## config.mk

```make
export PLATFORM = sky130hd
export DESIGN_NAME = banded_position_motor_controller
export DESIGN_NICKNAME = d
export VERILOG_FILES = /design/src/rtl/bpmc_pkg.sv /design/src/rtl/bpmc_div.sv /design/src/rtl/banded_position_motor_controller.sv
export SDC_FILE = /design/constraint.sdc
export NUM_CORES = 1
export LEC_CHECK = 0
export ABC_AREA = 0
export BUFFER_PORTS_ARGS = -buffer_cell sky130_fd_sc_hd__buf_2
export CELL_PAD_IN_SITES_DETAIL_PLACEMENT = 2
export CELL_PAD_IN_SITES_GLOBAL_PLACEMENT = 2
export CORE_MARGIN = 2
export CORE_UTILIZATION = 42
export CTS_BUF_LIST = sky130_fd_sc_hd__clkbuf_4 sky130_fd_sc_hd__clkbuf_8
export DETAILED_ROUTE_END_ITERATION = 10
export GPL_TIMING_DRIVEN = 0
export PLACE_DENSITY = 0.8
export SYNTH_ARGS = -nofsm -noshare
export SYNTH_HDL_FRONTEND = slang
export SYNTH_SLANG_ARGS = --single-unit
```

## constraint.sdc

```tcl
create_clock -name clk -period 10 [get_ports clk]
set_input_delay 0.5 -clock clk [delete_from_list [all_inputs] [get_ports clk]]
set_output_delay 0.5 -clock clk [all_outputs]
set_load 0.005 [all_outputs]
```

## src/rtl/bpmc_pkg.sv

```systemverilog
// Shared constants and types for the banded position motor controller.
`timescale 1ns / 1ps

package bpmc_pkg;

    // Default sensor resolution.
    localparam int ADC_BITS_DEF = 10;

    // Field widths fixed by the item formats.
    localparam int OPCODE_W   = 2;
    localparam int POS_W      = 7;
    localparam int CFG_W      = 14;
    localparam int TOL_W      = 10;
    localparam int DEV_W      = 7;
    localparam int TX_W       = 8;
    localparam int RP_W       = 9;
    localparam int OUT_DATA_W = 24;
    localparam int SPAN_W     = CFG_W + 1;
    localparam int SPEED_W    = 13;
    localparam int MAG_W      = 12;
    localparam int CFG_IDX_W  = 2;

    // Input opcodes.
    localparam logic [OPCODE_W-1:0] OP_MOVE   = 2'd0;
    localparam logic [OPCODE_W-1:0] OP_SAMPLE = 2'd1;
    localparam logic [OPCODE_W-1:0] OP_RESET  = 2'd2;

    // Configuration register indexes.
    localparam logic [CFG_IDX_W-1:0] REG_ZERO_ANGLE = 2'd0;
    localparam logic [CFG_IDX_W-1:0] REG_FULL_ANGLE = 2'd1;
    localparam logic [CFG_IDX_W-1:0] REG_TOLERANCE  = 2'd2;
    localparam logic [CFG_IDX_W-1:0] REG_DEVICE     = 2'd3;

    // Serial command bytes.
    localparam logic [TX_W-1:0] CMD_SYNC        = 8'hAA;
    localparam logic [TX_W-1:0] CMD_EXIT_SAFE   = 8'h03;
    localparam logic [TX_W-1:0] CMD_FORWARD     = 8'h85;
    localparam logic [TX_W-1:0] CMD_REVERSE     = 8'h86;

    // Sensor conversion: angle = floor((adc - 102) * 450 / 64), Q4 degrees.
    localparam int ADC_LOW    = 100;
    localparam int ADC_OFFSET = 102;
    localparam int ADC_GAIN   = 450;
    localparam int ANG_SHIFT  = 6;
    localparam int ANG_FLOOR  = -16;

    // Speed bands on the angle error, Q4 degrees.
    localparam int BAND_HI    = 1440;
    localparam int BAND_MID   = 640;
    localparam int BAND_LO    = 240;
    localparam int SPEED_FAST = 3600;
    localparam int SPEED_MID  = 1800;
    localparam int SPEED_SLOW = 900;
    localparam int SPEED_MIN  = 500;

    localparam int PCT_SCALE  = 100;
    localparam int GOAL_MAX   = 8191;
    localparam int GOAL_MIN   = -8192;
    localparam int RP_MAX     = 255;
    localparam int RP_MIN     = -256;

    // Status of the shared divider.
    typedef struct packed {
        logic busy;
        logic done;
    } div_sts_t;

endpackage

```

## src/rtl/bpmc_div.sv

```systemverilog
// Bit-serial signed divider with truncation towards zero, shared by the sequencer.
`timescale 1ns / 1ps

module bpmc_div #(
    parameter int NUM_W = 30,
    parameter int DEN_W = 15
) (
    input  logic                    clk,
    input  logic                    rst_n,
    input  logic                    start,
    input  logic signed [NUM_W-1:0] num,
    input  logic signed [DEN_W-1:0] den,
    output logic signed [NUM_W:0]   quot,
    output bpmc_pkg::div_sts_t      sts
);
    import bpmc_pkg::*;

    localparam int CNT_W = $clog2(NUM_W + 1);

    logic             busy_reg;
    logic             done_reg;
    logic             neg_reg;
    logic [NUM_W-1:0] q_reg;
    logic [DEN_W-1:0] rem_reg;
    logic [DEN_W-1:0] d_reg;
    logic [CNT_W-1:0] cnt_reg;

    logic [NUM_W-1:0] num_mag;
    logic [DEN_W-1:0] den_mag;
    logic [DEN_W:0]   trial;
    logic [DEN_W:0]   diff;
    logic             ge;
    logic [DEN_W-1:0] rem_next;
    logic [NUM_W-1:0] q_next;
    logic signed [NUM_W:0] q_pos;

    // The most negative value maps onto its own bit pattern, read as unsigned.
    assign num_mag  = num[NUM_W-1] ? NUM_W'(-num) : NUM_W'(num);
    assign den_mag  = den[DEN_W-1] ? DEN_W'(-den) : DEN_W'(den);

    assign trial    = {rem_reg, q_reg[NUM_W-1]};
    assign diff     = trial - {1'b0, d_reg};
    assign ge       = (trial >= {1'b0, d_reg});
    assign rem_next = ge ? diff[DEN_W-1:0] : trial[DEN_W-1:0];
    assign q_next   = {q_reg[NUM_W-2:0], ge};

    assign q_pos    = $signed({1'b0, q_reg});
    assign quot     = neg_reg ? -q_pos : q_pos;

    assign sts.busy = busy_reg;
    assign sts.done = done_reg;

    always_ff @(posedge clk or negedge rst_n)
    begin
        if (!rst_n)
        begin
            busy_reg <= 1'b0;
            done_reg <= 1'b0;
            cnt_reg  <= '0;
        end
        else
        begin
            done_reg <= 1'b0;
            if (start)
            begin
                busy_reg <= 1'b1;
                cnt_reg  <= CNT_W'(NUM_W);
                neg_reg  <= num[NUM_W-1] ^ den[DEN_W-1];
                q_reg    <= num_mag;
                d_reg    <= den_mag;
                rem_reg  <= '0;
            end
            else if (busy_reg)
            begin
                q_reg   <= q_next;
                rem_reg <= rem_next;
                cnt_reg <= cnt_reg - 1'b1;
                if (cnt_reg == CNT_W'(1))
                begin
                    busy_reg <= 1'b0;
                    done_reg <= 1'b1;
                end
            end
        end
    end

    assert property (@(posedge clk) disable iff (!rst_n) start |-> !busy_reg)
        else $error("divider started while busy");
    assert property (@(posedge clk) disable iff (!rst_n) done_reg |-> !busy_reg)
        else $error("divider done while still busy");
    assert property (@(posedge clk) disable iff (!rst_n) busy_reg |-> cnt_reg != '0)
        else $error("divider busy with an empty step count");

endmodule

```

## src/rtl/banded_position_motor_controller.sv

```systemverilog
// Top level of the banded position motor controller: sequencer, shared multiplier and I/O.
`timescale 1ns / 1ps

// The controller drives a serial motor controller towards a goal angle. A start-move
// item (tuser opcode 0) sets the goal to zero_angle plus the target percentage of the
// span to full_angle; each later sensor sample (opcode 1) is turned into an angle in
// Q4 degrees, and while the error is above angle_tolerance a five-byte speed command
// is sent whenever the banded speed changes. Once within tolerance a stop command is
// sent (unless the motor is already stopped) followed by a report transfer carrying
// the reached position. Opcode 2 sends the exit-safe-start command. Items are taken
// one at a time: tready is high only while the sequencer is idle. All arithmetic runs
// through one multiplier and one bit-serial divider that yields one quotient bit per
// cycle; the product width is 30 bits for 10-bit samples. Command bytes wait while
// the output side holds tready low. Configuration writes are accepted in any cycle.
module banded_position_motor_controller #(
    parameter int ADC_BITS = bpmc_pkg::ADC_BITS_DEF
) (
    input  logic                               clk,
    input  logic                               rst_n,
    // Input items.
    input  logic                               s_axis_tvalid,
    output logic                               s_axis_tready,
    // tdata: target_position[6:0], adc_sample[ADC_BITS+6:7], zero padding above.
    input  logic [((ADC_BITS+14)/8)*8-1:0]     s_axis_tdata,
    // tuser: opcode[1:0].
    input  logic [bpmc_pkg::OPCODE_W-1:0]      s_axis_tuser,
    // Result items.
    output logic                               m_axis_tvalid,
    input  logic                               m_axis_tready,
    // tdata: tx_byte[7:0], reached_position[16:8], zero padding above.
    output logic [bpmc_pkg::OUT_DATA_W-1:0]    m_axis_tdata,
    // tuser: out_kind[0].
    output logic                               m_axis_tuser,
    output logic                               m_axis_tlast,
    // Configuration writes.
    input  logic                               cfg_valid,
    output logic                               cfg_ready,
    input  logic [bpmc_pkg::CFG_IDX_W-1:0]     cfg_index,
    input  logic [bpmc_pkg::CFG_W-1:0]         cfg_data
);
    import bpmc_pkg::*;

    localparam int IN_W  = ((ADC_BITS + 14) / 8) * 8;
    localparam int ANG_W = ADC_BITS + 4;
    localparam int ERR_W = ((ANG_W > CFG_W) ? ANG_W : CFG_W) + 1;
    localparam int MA_W  = ERR_W;
    localparam int MB_W  = SPAN_W;
    localparam int P_W   = MA_W + MB_W;
    localparam int Q_W   = P_W + 1;
    localparam int G_W   = Q_W + 1;
    localparam int IDX_W = 3;

    // Byte positions inside a serial command.
    localparam logic [IDX_W-1:0] BYTE_SYNC   = 3'd0;
    localparam logic [IDX_W-1:0] BYTE_DEVICE = 3'd1;
    localparam logic [IDX_W-1:0] BYTE_CMD    = 3'd2;
    localparam logic [IDX_W-1:0] BYTE_LOW    = 3'd3;
    localparam logic [IDX_W-1:0] BYTE_HIGH   = 3'd4;

    typedef enum logic [3:0] {
        S_IDLE,
        S_DECODE,
        S_MUL_GOAL,
        S_DIV_GO,
        S_DIV_WAIT,
        S_MUL_ANG,
        S_ANG,
        S_EVAL,
        S_REP_PREP,
        S_MUL_REP,
        S_BYTE,
        S_REPORT,
        S_OUT_WAIT
    } state_t;

    state_t state_reg;

    // Configuration registers.
    logic signed [CFG_W-1:0] zero_angle_reg;
    logic signed [CFG_W-1:0] full_angle_reg;
    logic [TOL_W-1:0]        tolerance_reg;
    logic [DEV_W-1:0]        device_reg;

    // Controller state.
    logic signed [CFG_W-1:0]   goal_reg;
    logic signed [SPEED_W-1:0] sent_reg;
    logic                      moving_reg;

    // Working registers.
    logic [OPCODE_W-1:0]       op_reg;
    logic [POS_W-1:0]          pos_reg;
    logic [ADC_BITS-1:0]       adc_reg;
    logic signed [ANG_W-1:0]   ang_reg;
    logic signed [P_W-1:0]     prod_reg;
    logic                      purpose_goal_reg;
    logic                      cmd_reset_reg;
    logic                      report_after_reg;
    logic signed [SPEED_W-1:0] cmd_speed_reg;
    logic [IDX_W-1:0]          idx_reg;
    logic signed [RP_W-1:0]    rp_reg;

    // Output registers.
    logic                      m_valid_reg;
    logic [OUT_DATA_W-1:0]     m_data_reg;
    logic                      m_user_reg;
    logic                      m_last_reg;

    // Datapath signals.
    logic signed [SPAN_W-1:0]   span;
    logic signed [ADC_BITS:0]   adc_rel;
    logic signed [MA_W-1:0]     mul_a;
    logic signed [MB_W-1:0]     mul_b;
    logic signed [ANG_W-1:0]    ang_next;
    logic signed [ERR_W-1:0]    err;
    logic [ERR_W-1:0]           err_mag;
    logic                       far;
    logic [MAG_W-1:0]           band_mag;
    logic signed [SPEED_W-1:0]  spd_next;
    logic signed [MB_W-1:0]     div_den;
    logic signed [Q_W-1:0]      div_q;
    div_sts_t                   div_sts;
    logic signed [G_W-1:0]      gsum;
    logic signed [CFG_W-1:0]    goal_next;
    logic signed [RP_W-1:0]     rp_next;
    logic [MAG_W-1:0]           cmd_mag;
    logic [IDX_W-1:0]           last_idx;
    logic [TX_W-1:0]            byte_sel;

    assign span = SPAN_W'(full_angle_reg) - SPAN_W'(zero_angle_reg);

    // ------------------------------------------------------------------
    // Configuration port: always ready, a write lands in the next cycle.
    // ------------------------------------------------------------------
    assign cfg_ready = 1'b1;

    always_ff @(posedge clk or negedge rst_n)
    begin
        if (!rst_n)
        begin
            zero_angle_reg <= CFG_W'(0);
            full_angle_reg <= CFG_W'(5760);
            tolerance_reg  <= TOL_W'(32);
            device_reg     <= '0;
        end
        else if (cfg_valid)
        begin
            case (cfg_index)
                REG_ZERO_ANGLE: zero_angle_reg <= $signed(cfg_data);
                REG_FULL_ANGLE: full_angle_reg <= $signed(cfg_data);
                REG_TOLERANCE:  tolerance_reg  <= cfg_data[TOL_W-1:0];
                REG_DEVICE:     device_reg     <= cfg_data[DEV_W-1:0];
                default:        ;
            endcase
        end
    end

    // ------------------------------------------------------------------
    // Shared multiplier. Its operands are chosen by the sequencer state:
    // position times span for a goal, offset sample times the sensor gain
    // for an angle, and angle above zero times one hundred for a report.
    // ------------------------------------------------------------------
    assign adc_rel = $signed({1'b0, adc_reg}) - (ADC_BITS + 1)'(ADC_OFFSET);

    always_comb
    begin
        case (state_reg)
            S_MUL_GOAL:
            begin
                mul_a = MA_W'($signed({1'b0, pos_reg}));
                mul_b = span;
            end
            S_MUL_ANG:
            begin
                mul_a = MA_W'(adc_rel);
                mul_b = MB_W'(ADC_GAIN);
            end
            default:
            begin
                mul_a = MA_W'(ang_reg) - MA_W'(zero_angle_reg);
                mul_b = MB_W'(PCT_SCALE);
            end
        endcase
    end

    always_ff @(posedge clk)
    begin
        prod_reg <= P_W'(mul_a) * P_W'(mul_b);
    end

    // Samples below the usable range read as minus one degree; otherwise the
    // arithmetic shift gives the floor of the division by 64.
    assign ang_next = (adc_reg < ADC_BITS'(ADC_LOW)) ? ANG_W'(ANG_FLOOR)
                                                      : ANG_W'(prod_reg >>> ANG_SHIFT);

    // ------------------------------------------------------------------
    // Shared divider: by one hundred for the goal, by the span for a report.
    // ------------------------------------------------------------------
    assign div_den = purpose_goal_reg ? MB_W'(PCT_SCALE) : span;

    bpmc_div #(
        .NUM_W (P_W),
        .DEN_W (MB_W)
    ) u_div (
        .clk   (clk),
        .rst_n (rst_n),
        .start (state_reg == S_DIV_GO),
        .num   (prod_reg),
        .den   (div_den),
        .quot  (div_q),
        .sts   (div_sts)
    );

    // The goal saturates to the 14-bit signed range, the report to 9 bits.
    assign gsum = G_W'(div_q) + G_W'(zero_angle_reg);

    always_comb
    begin
        if (gsum > G_W'(GOAL_MAX))
            goal_next = CFG_W'(GOAL_MAX);
        else if (gsum < G_W'(GOAL_MIN))
            goal_next = CFG_W'(GOAL_MIN);
        else
            goal_next = CFG_W'(gsum);

        if (div_q > Q_W'(RP_MAX))
            rp_next = RP_W'(RP_MAX);
        else if (div_q < Q_W'(RP_MIN))
            rp_next = RP_W'(RP_MIN);
        else
            rp_next = RP_W'(div_q);
    end

    // ------------------------------------------------------------------
    // Error banding. The sign of the speed follows the sign of the error.
    // ------------------------------------------------------------------
    assign err     = ERR_W'(goal_reg) - ERR_W'(ang_reg);
    assign err_mag = err[ERR_W-1] ? ERR_W'(-err) : ERR_W'(err);
    assign far     = (err_mag > ERR_W'(tolerance_reg));

    always_comb
    begin
        if (err_mag > ERR_W'(BAND_HI))
            band_mag = MAG_W'(SPEED_FAST);
        else if (err_mag > ERR_W'(BAND_MID))
            band_mag = MAG_W'(SPEED_MID);
        else if (err_mag > ERR_W'(BAND_LO))
            band_mag = MAG_W'(SPEED_SLOW);
        else
            band_mag = MAG_W'(SPEED_MIN);
    end

    assign spd_next = err[ERR_W-1] ? -$signed({1'b0, band_mag}) : $signed({1'b0, band_mag});

    // ------------------------------------------------------------------
    // Command byte selection.
    // ------------------------------------------------------------------
    assign cmd_mag  = cmd_speed_reg[SPEED_W-1] ? MAG_W'(-cmd_speed_reg)
                                               : cmd_speed_reg[MAG_W-1:0];
    assign last_idx = cmd_reset_reg ? BYTE_CMD : BYTE_HIGH;

    always_comb
    begin
        case (idx_reg)
            BYTE_SYNC:   byte_sel = CMD_SYNC;
            BYTE_DEVICE: byte_sel = {1'b0, device_reg};
            BYTE_CMD:
            begin
                if (cmd_reset_reg)
                    byte_sel = CMD_EXIT_SAFE;
                else if (cmd_speed_reg[SPEED_W-1])
                    byte_sel = CMD_REVERSE;
                else
                    byte_sel = CMD_FORWARD;
            end
            BYTE_LOW:    byte_sel = {3'b000, cmd_mag[4:0]};
            BYTE_HIGH:   byte_sel = {1'b0, cmd_mag[MAG_W-1:5]};
            default:     byte_sel = '0;
        endcase
    end

    // ------------------------------------------------------------------
    // Sequencer. One item is worked through at a time; results leave
    // through the output register, one transfer per visit of S_OUT_WAIT.
    // ------------------------------------------------------------------
    always_ff @(posedge clk or negedge rst_n)
    begin
        if (!rst_n)
        begin
            state_reg        <= S_IDLE;
            goal_reg         <= '0;
            sent_reg         <= '0;
            moving_reg       <= 1'b0;
            purpose_goal_reg <= 1'b0;
            cmd_reset_reg    <= 1'b0;
            report_after_reg <= 1'b0;
            idx_reg          <= '0;
            m_valid_reg      <= 1'b0;
            m_user_reg       <= 1'b0;
            m_last_reg       <= 1'b0;
        end
        else
        begin
            case (state_reg)
                S_IDLE:
                begin
                    if (s_axis_tvalid)
                    begin
                        op_reg    <= s_axis_tuser;
                        pos_reg   <= s_axis_tdata[POS_W-1:0];
                        adc_reg   <= s_axis_tdata[ADC_BITS+POS_W-1:POS_W];
                        state_reg <= S_DECODE;
                    end
                end
                S_DECODE:
                begin
                    case (op_reg)
                        OP_MOVE:   state_reg <= S_MUL_GOAL;
                        OP_SAMPLE: state_reg <= moving_reg ? S_MUL_ANG : S_IDLE;
                        OP_RESET:
                        begin
                            // Exit-safe-start leaves the motor stopped.
                            cmd_reset_reg    <= 1'b1;
                            report_after_reg <= 1'b0;
                            idx_reg          <= BYTE_SYNC;
                            sent_reg         <= '0;
                            state_reg        <= S_BYTE;
                        end
                        default:   state_reg <= S_IDLE;
                    endcase
                end
                S_MUL_GOAL:
                begin
                    purpose_goal_reg <= 1'b1;
                    state_reg        <= S_DIV_GO;
                end
                S_DIV_GO:
                begin
                    state_reg <= S_DIV_WAIT;
                end
                S_DIV_WAIT:
                begin
                    if (div_sts.done)
                    begin
                        if (purpose_goal_reg)
                        begin
                            goal_reg   <= goal_next;
                            moving_reg <= 1'b1;
                            state_reg  <= S_IDLE;
                        end
                        else
                        begin
                            rp_reg    <= rp_next;
                            state_reg <= S_REPORT;
                        end
                    end
                end
                S_MUL_ANG:
                begin
                    state_reg <= S_ANG;
                end
                S_ANG:
                begin
                    ang_reg   <= ang_next;
                    state_reg <= S_EVAL;
                end
                S_EVAL:
                begin
                    cmd_reset_reg <= 1'b0;
                    idx_reg       <= BYTE_SYNC;
                    if (far)
                    begin
                        report_after_reg <= 1'b0;
                        if (spd_next != sent_reg)
                        begin
                            cmd_speed_reg <= spd_next;
                            sent_reg      <= spd_next;
                            state_reg     <= S_BYTE;
                        end
                        else
                        begin
                            state_reg <= S_IDLE;
                        end
                    end
                    else
                    begin
                        // Within tolerance: stop if still turning, then report.
                        report_after_reg <= 1'b1;
                        if (sent_reg != '0)
                        begin
                            cmd_speed_reg <= '0;
                            sent_reg      <= '0;
                            state_reg     <= S_BYTE;
                        end
                        else
                        begin
                            state_reg <= S_REP_PREP;
                        end
                    end
                end
                S_REP_PREP:
                begin
                    // With an empty span the reached position reads as zero.
                    if (span == '0)
                    begin
                        rp_reg    <= '0;
                        state_reg <= S_REPORT;
                    end
                    else
                    begin
                        state_reg <= S_MUL_REP;
                    end
                end
                S_MUL_REP:
                begin
                    purpose_goal_reg <= 1'b0;
                    state_reg        <= S_DIV_GO;
                end
                S_BYTE:
                begin
                    m_valid_reg <= 1'b1;
                    m_data_reg  <= OUT_DATA_W'(byte_sel);
                    m_user_reg  <= 1'b0;
                    m_last_reg  <= (idx_reg == last_idx) && !report_after_reg;
                    state_reg   <= S_OUT_WAIT;
                end
                S_REPORT:
                begin
                    m_valid_reg <= 1'b1;
                    m_data_reg  <= OUT_DATA_W'({rp_reg, {TX_W{1'b0}}});
                    m_user_reg  <= 1'b1;
                    m_last_reg  <= 1'b1;
                    moving_reg  <= 1'b0;
                    state_reg   <= S_OUT_WAIT;
                end
                S_OUT_WAIT:
                begin
                    if (m_axis_tready)
                    begin
                        m_valid_reg <= 1'b0;
                        if (m_last_reg)
                            state_reg <= S_IDLE;
                        else if (idx_reg == last_idx)
                            state_reg <= S_REP_PREP;
                        else
                        begin
                            idx_reg   <= idx_reg + 1'b1;
                            state_reg <= S_BYTE;
                        end
                    end
                end
                default:
                begin
                    state_reg <= S_IDLE;
                end
            endcase
        end
    end

    assign s_axis_tready = (state_reg == S_IDLE);
    assign m_axis_tvalid = m_valid_reg;
    assign m_axis_tdata  = m_data_reg;
    assign m_axis_tuser  = m_user_reg;
    assign m_axis_tlast  = m_last_reg;

    // ------------------------------------------------------------------
    // Checks.
    // ------------------------------------------------------------------
    assert property (@(posedge clk) disable iff (!rst_n)
        m_axis_tvalid |-> state_reg == S_OUT_WAIT)
        else $error("result offered outside the output wait state");

    assert property (@(posedge clk) disable iff (!rst_n)
        (m_axis_tvalid && m_axis_tuser) |-> (m_axis_tlast && !moving_reg))
        else $error("report not final or move still active");

    assert property (@(posedge clk) disable iff (!rst_n)
        (m_axis_tvalid && m_axis_tready && !m_axis_tlast)
            |=> (state_reg == S_BYTE || state_reg == S_REP_PREP))
        else $error("command sequence ended without a final transfer");

    assert property (@(posedge clk) disable iff (!rst_n)
        (state_reg == S_DIV_WAIT && !purpose_goal_reg) |-> span != '0)
        else $error("position division started with an empty span");

endmodule

```

==> run_results.csv <==
group,metric,value,unit
worst_hold_path,hold_start,"s_axis_tdata[15]",
placed_design,place.port_buffers,60,
layout,nets,3526,
floorplanning,die_x,252,um
critical_path,cpMostUsedCell,"inv_1",
cts,worstSkewPairLatency,0.70,ns
cts,h-tree-depth,2,
synthesis,synthesis.area,25800,um^2
critical_path,r2r_end,"prod_reg[29]",
critical_path,cp_slowest_stage_delay,0.64,ns
layout,multi_input_area,17500,um^2
layout,finalNonFillerCells,3880,
detailed_routing,viasPerCell,5.59,
detailed_routing,num_vias,21700,
global_routing,grt_pass1_wl,142000,um
cts,cts_tree,"yes",
critical_path,crit_slowest_cell,"fa_2",
detailed_routing,first_iter_violations,869,
critical_path,reg2reg_from,"ang_reg[0]",
layout,drive_above_1_share,8.69,%
layout,area_growth,11.4,%
timing,slew_headroom,4.36,%
timing,worstMarginPinSlew,1.42,ns
cts,path_clk_slew,0.07,ns
run_status,status,"finished clean",
detailed_routing,firstDrtPassIters,5,
floorplanning,io-pin-count,76,
synthesis,ys_seq_area_share,26.4,%
critical_path,path_class,"flip-flop to flip-flop",
placed_design,place_area,27500,um^2
global_routing,grt_start_max_net_pins,84,
synthesis,ys.flop_type,"edfxtp_1",
synthesis,synth_cell_type_count,94,
cts,cts.sinks,252,
placed_design,dpl.cell_count,3781,
timing,min_period,9.68,ns
detailed_routing,wl_per_cell,23.5,um
timing,setup_viol,0,
synthesis,yosys_warnings,0,
critical_path,reg2reg_slack,0.32,ns
cts,cts_made_buffers,47,
synthesis,syn_inst,2855,
floorplanning,die-area,63500,um^2
critical_path,end_kind,"flip-flop",
synthesis,ys_async_sr_fraction,36.1,%
timing,slew_viol_final,0,
critical_path,crit_required,10.58,ns
timing,clock_skew,0.0929,ns
placed_design,place.gp.congestion,0.862,
synthesis,ys_ff_latch,252,
global_routing,grt_usage,28.7,%
synthesis,avgSynthCellArea,9.04,um^2
layout,final_cell_mix,"inv_1 (437), nand2_1 (270), fa_1 (226), nor2_1 (198), ha_1 (194)",
detailed_routing,antenna_left,0,
floorplanning,start_util,42.6,%
global_routing,first_global_vias,25000,
placed_design,hpwl,74400,um
worst_hold_path,whs_path_depth,1,
floorplanning,die_y,252,um
timing,hold_violations,0,
timing,period_share,96.8,%
layout,design_area,28700,um^2
detailed_routing,routed_wl,91100,um
layout,final_common_cell,"inv_1",
cts,clk_path_buf_depth,3,
floorplanning,core_area,60600,um^2
global_routing,grt_antenna_before_repair,0,
critical_path,critical_path_arrival,10.26,ns
worst_hold_path,hold_class,"input pin to flip-flop",
layout,n_fill_cell,6613,
cts,clockRootBuffer,"clkbuf_8",
layout,seq_area,6820,um^2
critical_path,r2r_cells,37,
timing,timing.hold.ws,0.0652,ns
worst_hold_path,min_to,"adc_reg[8]",
floorplanning,rows,90,
run,cap_violations,0,
critical_path,cp-start-kind,"flip-flop",
global_routing,grt_overflow_total,0,
timing,clock.fmax,103,MHz
synthesis,synth_edf_count,131,
detailed_routing,drt_drc_violations_left,0,
critical_path,cp_max_fo,5,
-- worst max-delay path by stage --
stage / slack, ns / end / depth (start not counted) / from
after floorplan: 1.39 / prod_reg[29] / 35 / full_angle_reg[0]
after global placement: -0.37 / prod_reg[29] / 34 / zero_angle_reg[0]
after detailed placement: -0.67 / prod_reg[29] / 34 / zero_angle_reg[0]
after CTS: 0.05 / prod_reg[29] / 34 / zero_angle_reg[1]
after global routing: -0.09 / prod_reg[29] / 37 / ang_reg[0]
final: 0.32 / prod_reg[29] / 37 / ang_reg[0]
-- synth_stat cells, drive strengths merged, types with 13 or more instances --
cell type / instances / area share [%]
ha: 194 / 9.4
nand2b: 39 / 0.95
clkbuf: 64 / 0.93
nor3: 55 / 1.1
dfxtp: 30 / 2.3
o31ai: 25 / 0.78
fa: 227 / 18
and3: 32 / 0.78
or2: 20 / 0.48
a31oi: 18 / 0.49
mux2i: 22 / 0.85
nand4: 23 / 0.58
nor4: 26 / 0.69
edfxtp: 131 / 15
nand3: 47 / 0.91
mux2: 39 / 1.8
xor2: 81 / 2.8
o21ai: 175 / 3.4
buf: 13 / 0.34
and2: 28 / 0.68
xnor2: 99 / 3.4
dfrtp: 86 / 8.3
nor2b: 36 / 0.87
o21a: 22 / 0.64
inv: 439 / 6.4
nor2: 202 / 2.9
a21o: 24 / 0.70
a21boi: 18 / 0.57
or3: 39 / 0.95
a21oi: 152 / 2.9
nand2: 270 / 3.9
-- final cells by class --
class | instances | share of cell area [%]
diodes | 1 | 0.00871
plain buffers | 77 | 1.14
clock buffers | 66 | 2.92
clock inverters | 22 | 0.749
inverters | 439 | 5.76
multi-input cells | 2167 | 60.7
flip-flops and latches | 252 | 23.7
well taps | 782 | 3.40
repair buffers | 74 | 1.58
-- metal layers --
metal	routed length, um	track usage (%)	share of wire (%)
met5	0	0	0
met4	3290	10.1	3.6
met3	2500	3.06	2.7
met2	47200	52.6	52
met1	38100	35.0	42
-- timing repair --
item                                    CTS  global route
gates resized for setup                  11            26
buffers inserted                          1             6
hold buffers                              3             0
pin swaps                                 1             3
hold endpoints to repair                 32             0
endpoints found under the setup margin    5             3
gates cloned                              0             0
-- critical path: cells and delay by family, from the launching register on --
kind / cells / cell delay [ns]
compound gates: 17 / 3.68
xor+xnor: 1 / 0.13
fa+ha+maj: 9 / 4.12
buf+inv: 8 / 0.81
flops: 1 / 0.48
simple gates: 2 / 0.40
-- cell families (layout without fill, tap and decap cells) --
| family | after synthesis | count (layout) | synth area share, % |
|---|---|---|---|
| and+or+nand+nor | 860 | 860 | 16.2 |
| DFF | 252 | 252 | 26.4 |
| other | 2 | 83 | 0.0291 |
| muxes | 61 | 61 | 2.61 |
| AOI/OAI and AO/OA | 563 | 563 | 13.9 |
| xor gates and xnor gates | 180 | 180 | 6.14 |
| buffers and inverters | 516 | 678 | 7.65 |
| adders and majority gates | 421 | 421 | 27.0 |
-- per-stage QoR --
stage	TNS (ns)	util, %	setup slack [ns]
after CTS	0	47.2	0.0525
final	0	47.4	0.316
after global placement	-0.459	45.2	-0.365
after floorplan	0	-	1.39
after global routing	-0.0864	47.4	-0.0864
after detailed placement	-1.27	45.4	-0.668
Power is left out: the tool's default activity adds up to more than one toggle a clock period on the data nets, which glitch-free logic cannot reach.
